[config.mk]
export PLATFORM = sky130hd
export DESIGN_NAME = sorted_insertion_list
export DESIGN_NICKNAME = d
export VERILOG_FILES = /design/src/rtl/sil_pkg.sv /design/src/rtl/sil_ram.sv /design/src/rtl/sorted_insertion_list.sv
export SDC_FILE = /design/constraint.sdc
export NUM_CORES = 1
export LEC_CHECK = 0
export BUFFER_PORTS_ARGS = -buffer_cell sky130_fd_sc_hd__buf_2
export CAP_MARGIN = 20
export CORE_MARGIN = 2
export CORE_UTILIZATION = 63
export DETAILED_ROUTE_END_ITERATION = 10
export PLACE_DENSITY = 0.87
export SLEW_MARGIN = 20
export SYNTH_ARGS = -nofsm -noshare
export SYNTH_HDL_FRONTEND = slang
export SYNTH_HIERARCHICAL = 1
export SYNTH_SLANG_ARGS = --single-unit
[constraint.sdc]
create_clock -name clk -period 9.66 [get_ports clk]
set_input_delay 1.449 -clock clk [delete_from_list [all_inputs] [get_ports clk]]
set_output_delay 1.449 -clock clk [all_outputs]
set_load 0.03 [all_outputs]
[src/rtl/sil_pkg.sv]
// ----------------------------------------------------------------------------
// sil_pkg
// Opcodes, status codes and payload types of the sorted insertion list.
// ----------------------------------------------------------------------------
package sil_pkg;

  localparam int unsigned ValueW  = 32;
  localparam int unsigned OpcodeW = 2;
  localparam int unsigned StatusW = 2;

  typedef logic signed [ValueW-1:0] value_t;
  typedef logic [OpcodeW-1:0]       opcode_t;
  typedef logic [StatusW-1:0]       status_t;

  localparam opcode_t OP_INSERT    = 2'd0;
  localparam opcode_t OP_READ_ASC  = 2'd1;
  localparam opcode_t OP_READ_DESC = 2'd2;

  localparam status_t ST_OK    = 2'd0;
  localparam status_t ST_FULL  = 2'd1;
  localparam status_t ST_EMPTY = 2'd2;

endpackage

[src/rtl/sil_ram.sv]
// ----------------------------------------------------------------------------
// sil_ram
// Generic single-write, single-read RAM with registered read data.
// ----------------------------------------------------------------------------
module sil_ram #(
  parameter int unsigned WIDTH = 32,
  parameter int unsigned DEPTH = 32
) (
  input  logic                     clk,
  input  logic                     we,
  input  logic [$clog2(DEPTH)-1:0] waddr,
  input  logic [WIDTH-1:0]         wdata,
  input  logic                     re,
  input  logic [$clog2(DEPTH)-1:0] raddr,
  output logic [WIDTH-1:0]         rdata
);

  logic [WIDTH-1:0] mem [DEPTH];
  logic [WIDTH-1:0] rdata_r;

  always_ff @(posedge clk) begin
    if (we) begin
      mem[waddr] <= wdata;
    end
    if (re) begin
      rdata_r <= mem[raddr];
    end
  end

  assign rdata = rdata_r;

endmodule

[src/rtl/sorted_insertion_list.sv]
// ----------------------------------------------------------------------------
// sorted_insertion_list
// Bounded store of signed values kept in ascending order in one RAM.
// Inserts go after equal values; reads stream all values either way.
//
//   channel | signals                                  | item
//   in      | in_valid in_ready in_opcode in_value     | insert or read request
//   out     | out_valid out_ready out_value out_last   | one result per value,
//           | out_status                               | or one status result
//
// Insert: a top-down compare and shift through the RAM read port moves each
// held entry greater than the value up one slot; the value is written into
// the slot above the first entry not greater (at slot 0 if none), then the
// result is posted; an insert into an empty store writes at accept.
// Read: one result per cycle while out_ready stays high, paced by the RAM
// read latency overlapped with the output register.
// Reset clears the state, the held count and out_valid; the RAM needs no clearing. A stalled
// output holds the sequencer; one item is in work at a time.
// ----------------------------------------------------------------------------
module sorted_insertion_list
  import sil_pkg::*;
#(
  parameter int unsigned DEPTH = 32
) (
  input  logic    clk,
  input  logic    rst_n,
  input  logic    in_valid,
  output logic    in_ready,
  input  opcode_t in_opcode,
  input  value_t  in_value,
  output logic    out_valid,
  input  logic    out_ready,
  output value_t  out_value,
  output logic    out_last,
  output status_t out_status
);

  localparam int unsigned AW = $clog2(DEPTH);
  localparam int unsigned CW = $clog2(DEPTH + 1);

  localparam logic [2:0] S_IDLE = 3'd0;
  localparam logic [2:0] S_INS  = 3'd1;
  localparam logic [2:0] S_PUT0 = 3'd2;
  localparam logic [2:0] S_RD   = 3'd3;
  localparam logic [2:0] S_RESP = 3'd4;

  logic [2:0]    state_r, state_nxt;
  logic [CW-1:0] count_r, count_nxt;
  logic [AW-1:0] ptr_r, ptr_nxt;
  logic [CW-1:0] rem_r, rem_nxt;
  logic          desc_r, desc_nxt;
  value_t        val_r, val_nxt;
  status_t       resp_r, resp_nxt;

  logic    out_valid_r, out_valid_nxt;
  value_t  out_value_r, out_value_nxt;
  logic    out_last_r, out_last_nxt;
  status_t out_status_r, out_status_nxt;

  logic          ram_we;
  logic [AW-1:0] ram_waddr;
  value_t        ram_wdata;
  logic          ram_re;
  logic [AW-1:0] ram_raddr;
  value_t        ram_rdata;

  logic          slot_free;
  logic          accept;
  logic [CW-1:0] cnt_m1;
  logic [AW-1:0] ptr_step;

  sil_ram #(
    .WIDTH (ValueW),
    .DEPTH (DEPTH)
  ) u_ram (
    .clk   (clk),
    .we    (ram_we),
    .waddr (ram_waddr),
    .wdata (ram_wdata),
    .re    (ram_re),
    .raddr (ram_raddr),
    .rdata (ram_rdata)
  );

  assign slot_free = !out_valid_r || out_ready;
  assign in_ready  = (state_r == S_IDLE);
  assign accept    = in_valid && in_ready;
  assign cnt_m1    = count_r - CW'(1);
  assign ptr_step  = desc_r ? (ptr_r - AW'(1)) : (ptr_r + AW'(1));

  always_comb begin
    state_nxt      = state_r;
    count_nxt      = count_r;
    ptr_nxt        = ptr_r;
    rem_nxt        = rem_r;
    desc_nxt       = desc_r;
    val_nxt        = val_r;
    resp_nxt       = resp_r;
    out_valid_nxt  = out_valid_r && !out_ready;
    out_value_nxt  = out_value_r;
    out_last_nxt   = out_last_r;
    out_status_nxt = out_status_r;
    ram_we         = 1'b0;
    ram_waddr      = ptr_r + AW'(1);
    ram_wdata      = val_r;
    ram_re         = 1'b0;
    ram_raddr      = ptr_r;

    case (state_r)
      S_IDLE: begin
        if (accept) begin
          val_nxt = in_value;
          case (in_opcode)
            OP_INSERT: begin
              if (count_r >= CW'(DEPTH)) begin
                resp_nxt  = ST_FULL;
                state_nxt = S_RESP;
              end else if (count_r == '0) begin
                ram_we    = 1'b1;
                ram_waddr = '0;
                ram_wdata = in_value;
                count_nxt = count_r + CW'(1);
                resp_nxt  = ST_OK;
                state_nxt = S_RESP;
              end else begin
                ram_re    = 1'b1;
                ram_raddr = cnt_m1[AW-1:0];
                ptr_nxt   = cnt_m1[AW-1:0];
                state_nxt = S_INS;
              end
            end
            OP_READ_ASC, OP_READ_DESC: begin
              if (count_r == '0) begin
                resp_nxt  = ST_EMPTY;
                state_nxt = S_RESP;
              end else begin
                desc_nxt  = (in_opcode == OP_READ_DESC);
                ram_re    = 1'b1;
                ram_raddr = (in_opcode == OP_READ_DESC) ? cnt_m1[AW-1:0] : '0;
                ptr_nxt   = ram_raddr;
                rem_nxt   = cnt_m1;
                state_nxt = S_RD;
              end
            end
            default: begin
              state_nxt = S_IDLE;
            end
          endcase
        end
      end

      S_INS: begin
        if (ram_rdata > val_r) begin
          ram_we    = 1'b1;
          ram_wdata = ram_rdata;
          if (ptr_r == '0) begin
            state_nxt = S_PUT0;
          end else begin
            ram_re    = 1'b1;
            ram_raddr = ptr_r - AW'(1);
            ptr_nxt   = ptr_r - AW'(1);
          end
        end else begin
          ram_we    = 1'b1;
          count_nxt = count_r + CW'(1);
          resp_nxt  = ST_OK;
          state_nxt = S_RESP;
        end
      end

      S_PUT0: begin
        ram_we    = 1'b1;
        ram_waddr = '0;
        count_nxt = count_r + CW'(1);
        resp_nxt  = ST_OK;
        state_nxt = S_RESP;
      end

      S_RD: begin
        if (slot_free) begin
          out_valid_nxt  = 1'b1;
          out_value_nxt  = ram_rdata;
          out_last_nxt   = (rem_r == '0);
          out_status_nxt = ST_OK;
          if (rem_r == '0) begin
            state_nxt = S_IDLE;
          end else begin
            ram_re    = 1'b1;
            ram_raddr = ptr_step;
            ptr_nxt   = ptr_step;
            rem_nxt   = rem_r - CW'(1);
          end
        end
      end

      S_RESP: begin
        if (slot_free) begin
          out_valid_nxt  = 1'b1;
          out_value_nxt  = '0;
          out_last_nxt   = 1'b1;
          out_status_nxt = resp_r;
          state_nxt      = S_IDLE;
        end
      end

      default: begin
        state_nxt = S_IDLE;
      end
    endcase
  end

  always_ff @(posedge clk) begin
    if (!rst_n) begin
      state_r     <= S_IDLE;
      count_r     <= '0;
      out_valid_r <= 1'b0;
    end else begin
      state_r     <= state_nxt;
      count_r     <= count_nxt;
      out_valid_r <= out_valid_nxt;
    end
  end

  always_ff @(posedge clk) begin
    ptr_r        <= ptr_nxt;
    rem_r        <= rem_nxt;
    desc_r       <= desc_nxt;
    val_r        <= val_nxt;
    resp_r       <= resp_nxt;
    out_value_r  <= out_value_nxt;
    out_last_r   <= out_last_nxt;
    out_status_r <= out_status_nxt;
  end

  assign out_valid  = out_valid_r;
  assign out_value  = out_value_r;
  assign out_last   = out_last_r;
  assign out_status = out_status_r;

endmodule

== Word-level counts from Yosys, hierarchy flattened ==
Memories as Yosys holds them, arrays and structs flattened. A register that Yosys moved wholly into a read port is not among the register bits.
Index checks and enable logic that the tools add are counted.
Operators by class
  add/sub/neg operators: 5
  $lt $le $gt $ge: 2
  multiplexer cells: 80
  reductions and logical operators: 23
  equal/unequal tests: 21
  bitwise logic cells: 1
Operators with widths (count)
  $mux W32: 7
  $pmux W32 S2: 2
  $mux W5: 14
  $mux W6: 10
  $gt A32 B32 Y1: 1
  $mux W3: 9
  $pmux W5 S2: 2
  $pmux W6 S3: 1
  $reduce_and A6 Y1: 3
  $mux W1: 17
  $pmux W3 S5: 1
  $pmux W5 S3: 1
  $mux W2: 7
  $ne A2 B2 Y1 const B: 7
  $logic_not A6 Y1: 2
  $pmux W6 S2: 1
  $sub A6 B1 Y6 const B: 2
  $ne A2 B1 Y1 const B: 4
  $pmux W2 S2: 2
  $add A6 B1 Y6 const B: 1
  $eq A3 B2 Y1 const B: 2
  $ge A6 B6 Y1 const B: 1
  $ne A3 B3 Y1 const B: 2
  $pmux W1 S2: 3
  other kinds (25): 30
Storage, ports and cells
  output and inout port bits: 37
  bits in registers: 91
  input port bits: 38
  bits in writable memories: 1024
  memories: 1
Memory list
  u_ram.mem: depth 32, bits a word 32, rd ports 1, clocked after Yosys merged registers in 1, write ports 1, RTL line sil_ram.sv:18  | logic [WIDTH-1:0] mem [DEPTH];

== Longest topological paths before layout ==
Gate-level depths: netlist (run 1).
  depth after elaboration: 8
  gate-level depth with buffers: 18
  depth with buffers taken out: 15

== By module ==
The synthesis (run 1) kept the hierarchy.
By module, submodules not included
  sil_ram: cells an instance 2260, area each 40812.9 µm², sequential area each 31710.4 µm², times used 1
  sorted_insertion_list: cells an instance 543, area each 5634.2 µm², sequential area each 2582.5 µm², times used 1

== Worst setup path before layout (run 1) ==
OpenSTA, ideal clock, no wires.
  path kind: input port to flip-flop
  start: in in_valid
  end: mem u_ram.mem[28][0], enable pin
  library setup time: 0.421 ns
  path buffers: 4
  stages: 10
  setup slack: 3.756 ns
  arrival time: 5.482 ns
  path through: and3_1 clkbuf_1 and3_1 buf_2 buf_2 o21bai_1 nor2_1 or3b_2 clkbuf_1 nor2_1
On the way
  elaborated cells between the ends (all ways): 7
  those cells by class: 6 x mux; 1 x reduce/logical
RTL lines
  start, declared: RTL line sorted_insertion_list.sv:27  | input logic in_valid,
  $logic_and A1 B1 Y1: RTL line sorted_insertion_list.sv:87  | assign accept = in_valid && in_ready;
  $mux W5: RTL line sorted_insertion_list.sv:111  | if (accept) begin
  $pmux W5 S2: RTL line sorted_insertion_list.sv:109  | case (state_r)
  named net ram_waddr[1]: RTL line sorted_insertion_list.sv:61  | logic [AW-1:0] ram_waddr;
  end, declared: RTL line sil_ram.sv:18
The timed path passes the listed nets, and every way through them passes these cells.

== Final worst setup path (run 1) ==
  start: reg u_ram.rdata_r[31] (netlist: u_ram/rdata[31]), read port of u_ram.mem
  end: reg u_ram.rdata_r[8] (netlist: u_ram/rdata[8]), read port of u_ram.mem (data pin)
On the way
  word-level cells in the longest chain between the ends: 3
  elaborated cells between the ends (all ways): 5
  those cells by class: 1 x order compare; 4 x mux
Ends and longest elaborated chain
  start, declared: RTL line sil_ram.sv:19  | logic [WIDTH-1:0] rdata_r;
  $gt A32 B32 Y1: RTL line sorted_insertion_list.sv:153  | if (ram_rdata > val_r) begin
  $mux W5: RTL line sorted_insertion_list.sv:153
  $pmux W5 S3
  named net ptr_nxt[0]: RTL line sorted_insertion_list.sv:49  | logic [AW-1:0] ptr_r, ptr_nxt;
The timed path passes the listed nets, and every way through them passes these cells.
A chain may end at the register's enable or synchronous reset.

==> results of run 1 <==
==> area by class of cell <==
cell class	instances	share of cell area (%)
diodes	2	0.00975
clock buffers	128	5.21
clock inverters	64	1.38
inverters	48	0.351
multi-input cells	1457	22.2
flip-flops and latches	1147	66.8
well taps	959	2.34
repair buffers	129	1.65
==> flip-flops by register name, indices dropped and copies added (netlist names), 3 cells and up <==
| signal | count |
|---|---|
| val_r | 32 |
| out_value | 32 |
| u_ram/mem | 1024 |
| count_r | 6 |
| ptr_r | 5 |
| rem_r | 6 |
| u_ram/rdata | 32 |
| state_r | 3 |
==> how the worst min path moves through the flow <==
stage	slack [ns]	to	depth (start not counted)
final	0.54	count_r[4]	2
after global routing	0.56	count_r[4]	2
after CTS	0.54	count_r[4]	2
after detailed placement	0.54	count_r[4]	2
after global placement	0.50	count_r[4]	2
after floorplan	0.48	count_r[4]	2
==> metrics by stage <==
stage                     utilization (%)  cell area, sq um
after floorplan                         -             46400
after global placement               65.7             47900
after detailed placement             65.7             47900
after CTS                            70.3             51300
after global routing                 70.3             51300
final                                70.3             51300
==> where the power goes <==
part	total [uW]	internal [uW]	switching, uW
Clock	4130	2320	1810
Sequential	7360	7050	312
Combinational	8090	2570	5520
==> kinds of logic after synthesis <==
logic type                 count (synthesis)
buffers and inverters                    199
xor gates and xnor gates                  14
adders and majority gates                 42
DFF                                     1147
and+or+nand+nor                          447
AOI/OAI and AO/OA                        434
muxes                                    520
==> metal layers <==
layer | GRT usage (%) | share of wire [%]
met5 | 0 | 0.010
met3 | 7.73 | 15
met2 | 51.9 | 47
met1 | 41.5 | 32
met4 | 19.5 | 6.8
==> cell usage after synthesis, types with 3 or more instances <==
master / instances
nand3_1: 107
edfxtp_1: 1132
nor3_1: 40
ha_1: 42
buf_6: 18
a31oi_1: 33
buf_4: 35
buf_1: 6
nor2_1: 67
inv_1: 48
o21a_1: 3
and3_1: 5
xor2_1: 6
a21oi_1: 126
nand2_1: 136
o21ai_0: 14
mux2i_1: 520
o211ai_1: 4
a22oi_1: 99
or3b_2: 3
xnor2_1: 8
nor2b_1: 6
nor3b_1: 5
clkbuf_1: 54
buf_2: 36
a22o_1: 96
dfxtp_1: 15
o221ai_1: 3
and2_1: 34
a21o_1: 36
nand3b_1: 6
nand4_1: 6
or3_1: 4
nand2b_1: 10
==> worst max-delay path, stage by stage, from the launching register on <==
cell and delay [ns]:
edfxtp_1 0.57, ha_1 0.42, nand4_2 0.19, nor4_4 0.35, nand2_2 0.18, nor3_2 0.27, nor3_4 0.11, or3_1 0.52
nor2_1 0.18, a211o_4 0.74, buf_12 0.72, mux2i_1 0.31, a22o_1 0.19, nor3_1 0.06, a31oi_1 0.30, nand3_1 0.17
==> results_dict.tcl, run 1 <==
set metrics [dict create \
    status "finished, final reports clean" \
    yosys.area_share.adder_pct 1.13 \
    slew_headroom_pct 23.8 \
    drive_above_1_share_pct 11.7 \
    grt_pass1_wl_microns 179000 \
    start_kind "register" \
    holdBufCountCts 0 \
    final_antenna_net_count 0 \
    cap_viol_max_count 0 \
    final_cell_mix "edfxtp_1, mux2i_1, nand2_1" \
    vias 27725 \
    p_per_area_nw_per_um2 382 \
    synth-seq-cells 1147 \
    max_clock_freq_ghz 0.170 \
    chipHeight_microns 276 \
    power_uw 19600 \
    synth_ff_type "edfxtp_1" \
    gp_congestion 0.993 \
    cts.sinks 1147 \
    timing.rr.start "u_ram/rdata[31]" \
    start_util_pct 63.7 \
    layout_commonest_cell "edfxtp_1" \
    rsz0062_at_grt "false" \
    synth_fp_nets 2883 \
    critPathCapture "u_ram/rdata[8]" \
    worst_pin_slew_ns 1.14 \
    ys_warn_count 6 \
    seq_area_frac_synth_pct 73.8 \
    drv_slew 0 \
    ios 75 \
    num_rows 99 \
    dp.cells 3740 \
    htreeDepth 3 \
    r2r_end "u_ram/rdata[8]" \
    hpwl_microns 61500 \
    muxShareOfSynthArea_pct 11.2 \
    async_reset_ff_share_pct 0 \
    clk_pin_slew_ns 0.07 \
    synth.area.top_cells "edfxtp_1, mux2i_1, a22o_1" \
    clk_latency_ns 0.68 \
    synth-compound-area-share_pct 6.51 \
    n_fill_cell 4083 \
    netlist_instances 2803 \
    cts_resized 0 \
    postCtsSetupBuffers 0 \
    reg2reg_setup_slack_ns 3.77 \
    tritoncts "yes" \
    instances_no_fill 3934 \
    cts_buffers 103 \
    netlist_area_sq_um 46400 \
    drtPass1Iterations 6 \
    critPathCaptureType "register" \
    antenna_found_initial 2 \
    worstSetupPathType "register to register" \
    min_period_over_period_pct 61.0 \
    synthXorXnorAreaFrac_pct 0.264 \
    synth_edf_count 1132 \
    synth_top_cell_by_area "edfxtp_1" \
    totalWireLength_microns 125000 \
    place_ws_ns 3.51 \
    setup_violations 0 \
    synth_top_family_by_area "multiplexers" \
    worstPathRequired_ns 10.04 \
    p_leak_uw 0.0168 \
    area_growth_pct 10.5 \
    grt_max_degree 144 \
    setup_ws_ns 3.77 \
    num-nets-final 2966 \
    via_per_inst 7.05 \
    grt_pass1_vias 27462 \
    min-delay-path-class "register to register" \
    multi_input_area_sq_um 11400 \
    yosysUniqueCellTypes 64 \
    regArea_sq_um 34300 \
    core_sq_um 73000 \
    rr_worst_depth 15 \
    fin_skew_ns 0.0377 \
    finalCriticalPeriod_ns 5.89 \
    cts_max_path_buffers 3 \
    die_w_microns 276 \
    worstSetupStartpoint "u_ram/rdata[31]" \
    post_drt_wl_per_cell_microns 31.7 \
    vdd_ir_drop_max_uv 959 \
    yosys.area_share.simple_pct 4.77 \
    port_buffers 74 \
    holdWs_ns 0.542 \
    hold_viol 0 \
    first_iter_violations 4276 \
    syn_area_per_cell_sq_um 16.6 \
    dieArea_sq_um 75900 \
    overflow 0 \
    tns_ns 0 \
    hold_path.startpoint "count_r[4]" \
    cp_max_fo 143 \
    synth_top_area_share_pct 73.2 \
    cp.arrival_ns 6.27 \
    grt.total_usage_pct 32.7 \
    clockRootBuffer "clkbuf_16" \
    drc_errors 0 \
]
Power figures use the tool's default switching activity.
==> run 2, diff against run 1 <==
CORE_UTILIZATION = 57   (was 63)
PLACE_DENSITY = 0.83   (was 0.87)
clock period = 4.89 ns   (was 9.66 ns; I/O delays follow)
==> run 2 against run 1 <==
Fmax increased by 23%. Critical path depth unchanged. Power increased by 110%. Critical path type unchanged. Critical endpoint is now u_ram/rdata[6]. Largest power group unchanged.
==> results_dict.tcl, run 2 (synthesis gave the netlist of run 1 again) <==
set metrics [dict create \
    p_per_area_nw_per_um2 762 \
    vias 27191 \
    place_ws_ns -0.0636 \
    min_period_over_period_pct 98.1 \
    dp.cells 3932 \
    critPathCaptureType "register" \
    grt_max_degree 115 \
    layout_commonest_cell "edfxtp_1" \
    port_buffers 74 \
    power_frac_clock_pct 19.5 \
    first_iter_violations 3810 \
    dieArea_sq_um 83800 \
    slowest_delay_ns 0.54 \
    drc_errors 0 \
    start_kind "register" \
    final_cell_mix "edfxtp_1, mux2i_1, nand2_1" \
    share_comb_of_total_power_pct 44.8 \
    hold_path.startpoint "in_value[26]" \
    num-nets-final 3072 \
    clockRootBuffer "clkbuf_16" \
    cp_max_fo 20 \
    status "finished, final reports clean" \
    instances_no_fill 4141 \
    num_rows 104 \
    via_per_inst 6.57 \
    cts_max_path_buffers 3 \
    ios 75 \
    fin_area_sq_um 52800 \
    setup_violations 0 \
    tritoncts "yes" \
    timing.rr.start "u_ram/rdata[30]" \
    clk_latency_ns 0.68 \
    worstSetupStartpoint "u_ram/rdata[30]" \
    critPathSlowestCell "edfxtp_1" \
    postPlaceCellArea_sq_um 49200 \
    grt_pass1_vias 26798 \
    reg2reg_setup_slack_ns 0.09 \
    grt.total_usage_pct 27.3 \
    final_antenna_net_count 0 \
    htreeDepth 3 \
    cap_viol_max_count 0 \
    p_leak_uw 0.0175 \
    min-delay-path-class "input pin to register" \
    power_uw 40200 \
    setup_ws_ns 0.0921 \
    die_w_microns 289 \
    grt_pass1_wl_microns 169000 \
    core_sq_um 80500 \
    p_int_uw 24500 \
    chipHeight_microns 289 \
    finalCriticalPeriod_ns 4.80 \
    holdWs_ns 0.252 \
    drv_slew 0 \
    drive_above_1_share_pct 14.5 \
    top_register "u_ram/mem" \
    cts.sinks 1147 \
    fin_skew_ns 0.0474 \
    worstPathRequired_ns 5.27 \
    slew_headroom_pct 26.1 \
    rsz0062_at_grt "false" \
    largest_reg_flops 1024 \
    hpwl_microns 68400 \
    worstSetupPathType "register to register" \
    p_seq_share_pct 35.7 \
    cts_buffers 105 \
    critPathMostFrequentCell "buf_12" \
    cp.arrival_ns 5.18 \
    holdBufCountCts 0 \
    max_clock_freq_ghz 0.208 \
    start_util_pct 57.7 \
    drtPass1Iterations 6 \
    vdd_ir_drop_max_uv 705 \
    swShare_pct 39.0 \
    area_growth_pct 13.6 \
    overflow 0 \
    worst_pin_slew_ns 1.10 \
    path_cells "ha_1 > nand4_2 > nor4_4 > nand2_2 > nor3_2 > nor3_4 > or3_1 > o221ai_2 > nor2b_4 > buf_12 > buf_12 > buf_4 > a22oi_1 > a31oi_1 > nand3_1" \
    clk_pin_slew_ns 0.06 \
    switchingPower_uw 15700 \
    gp_congestion 0.890 \
    antenna_found_initial 4 \
    totalWireLength_microns 115000 \
    post_drt_wl_per_cell_microns 27.8 \
    hold_viol 0 \
]
==> run 2: cell types whose count changed in the layout (fill, tap and decap cells not counted), moves of 4 or more <==
| cell | previous run | this run |
|---|---|---|
| buf_4 | 50 | 110 |
| clkinvlp_4 | 9 | 3 |
| buf_12 | 5 | 42 |
| a21o_1 | 31 | 36 |
| clkinv_1 | 14 | 29 |
| buf_16 | 0 | 4 |
| clkbuf_16 | 103 | 109 |
| bufinv_16 | 13 | 7 |
| a21o_2 | 5 | 0 |
==> run 2: area by class of cell <==
type	instances	area [sq um]
sequential	1147	34300
fill	5046	27800
multi-input combinational	1457	11500
clock buffer	132	2780
timing repair buffer	233	2210
tap	1060	1330
clock inverter	61	499
inverter	48	180
antenna	3	7.51
==> run 2: per-layer routing <==
layer	wire, microns	track usage, %
met1	41200	36.0
met2	55100	44.6
met3	14600	6.24
met4	4200	10.1
met5	0	0
==> run 2: per-stage QoR <==
stage | util [%] | setup TNS [ns]
2_1_floorplan | - | -86.37
3_3_place_gp | 61.1 | 0
3_5_place_dp | 61.1 | -0.138
4_1_cts | 65.2 | 0
5_1_grt | 65.5 | 0
6_report | 65.5 | 0
==> run 2: power groups by stage <==
| stage | Combinational (uW) | Clock [uW] | Sequential, uW |
|---|---|---|---|
| floorplan | 10900 | 0 | 14500 |
| global placement | 16500 | 0 | 14500 |
| detailed placement | 17100 | 0 | 14500 |
| CTS | 17300 | 7910 | 14300 |
| global route | 18900 | 8280 | 14400 |
| finish | 18000 | 7840 | 14300 |
==> run 2: worst paths after layout <==
check                                       to  cells after the start
worst min-delay path                 val_r[26]                      1
worst max-delay path            u_ram/rdata[6]                     15
worst min register to register      count_r[4]                      2
worst max register to register  u_ram/rdata[6]                     15
==> run 2: worst max-delay path, delay by kind of cell, from the launching register on <==
family	cells	cell delay (ns)
AOI/OAI and AO/OA	3	0.97
adders and majority gates	1	0.39
buffers and inverters	3	0.66
DFF	1	0.54
and+or+nand+nor	8	1.95
==> run 2: timing repair <==
action                     4_1_cts  5_1_grt
resized for setup                3       11
pin swaps                        0        4
cloned                           0        2
setup buffers                    0       10
setup endpoints to repair        4       42
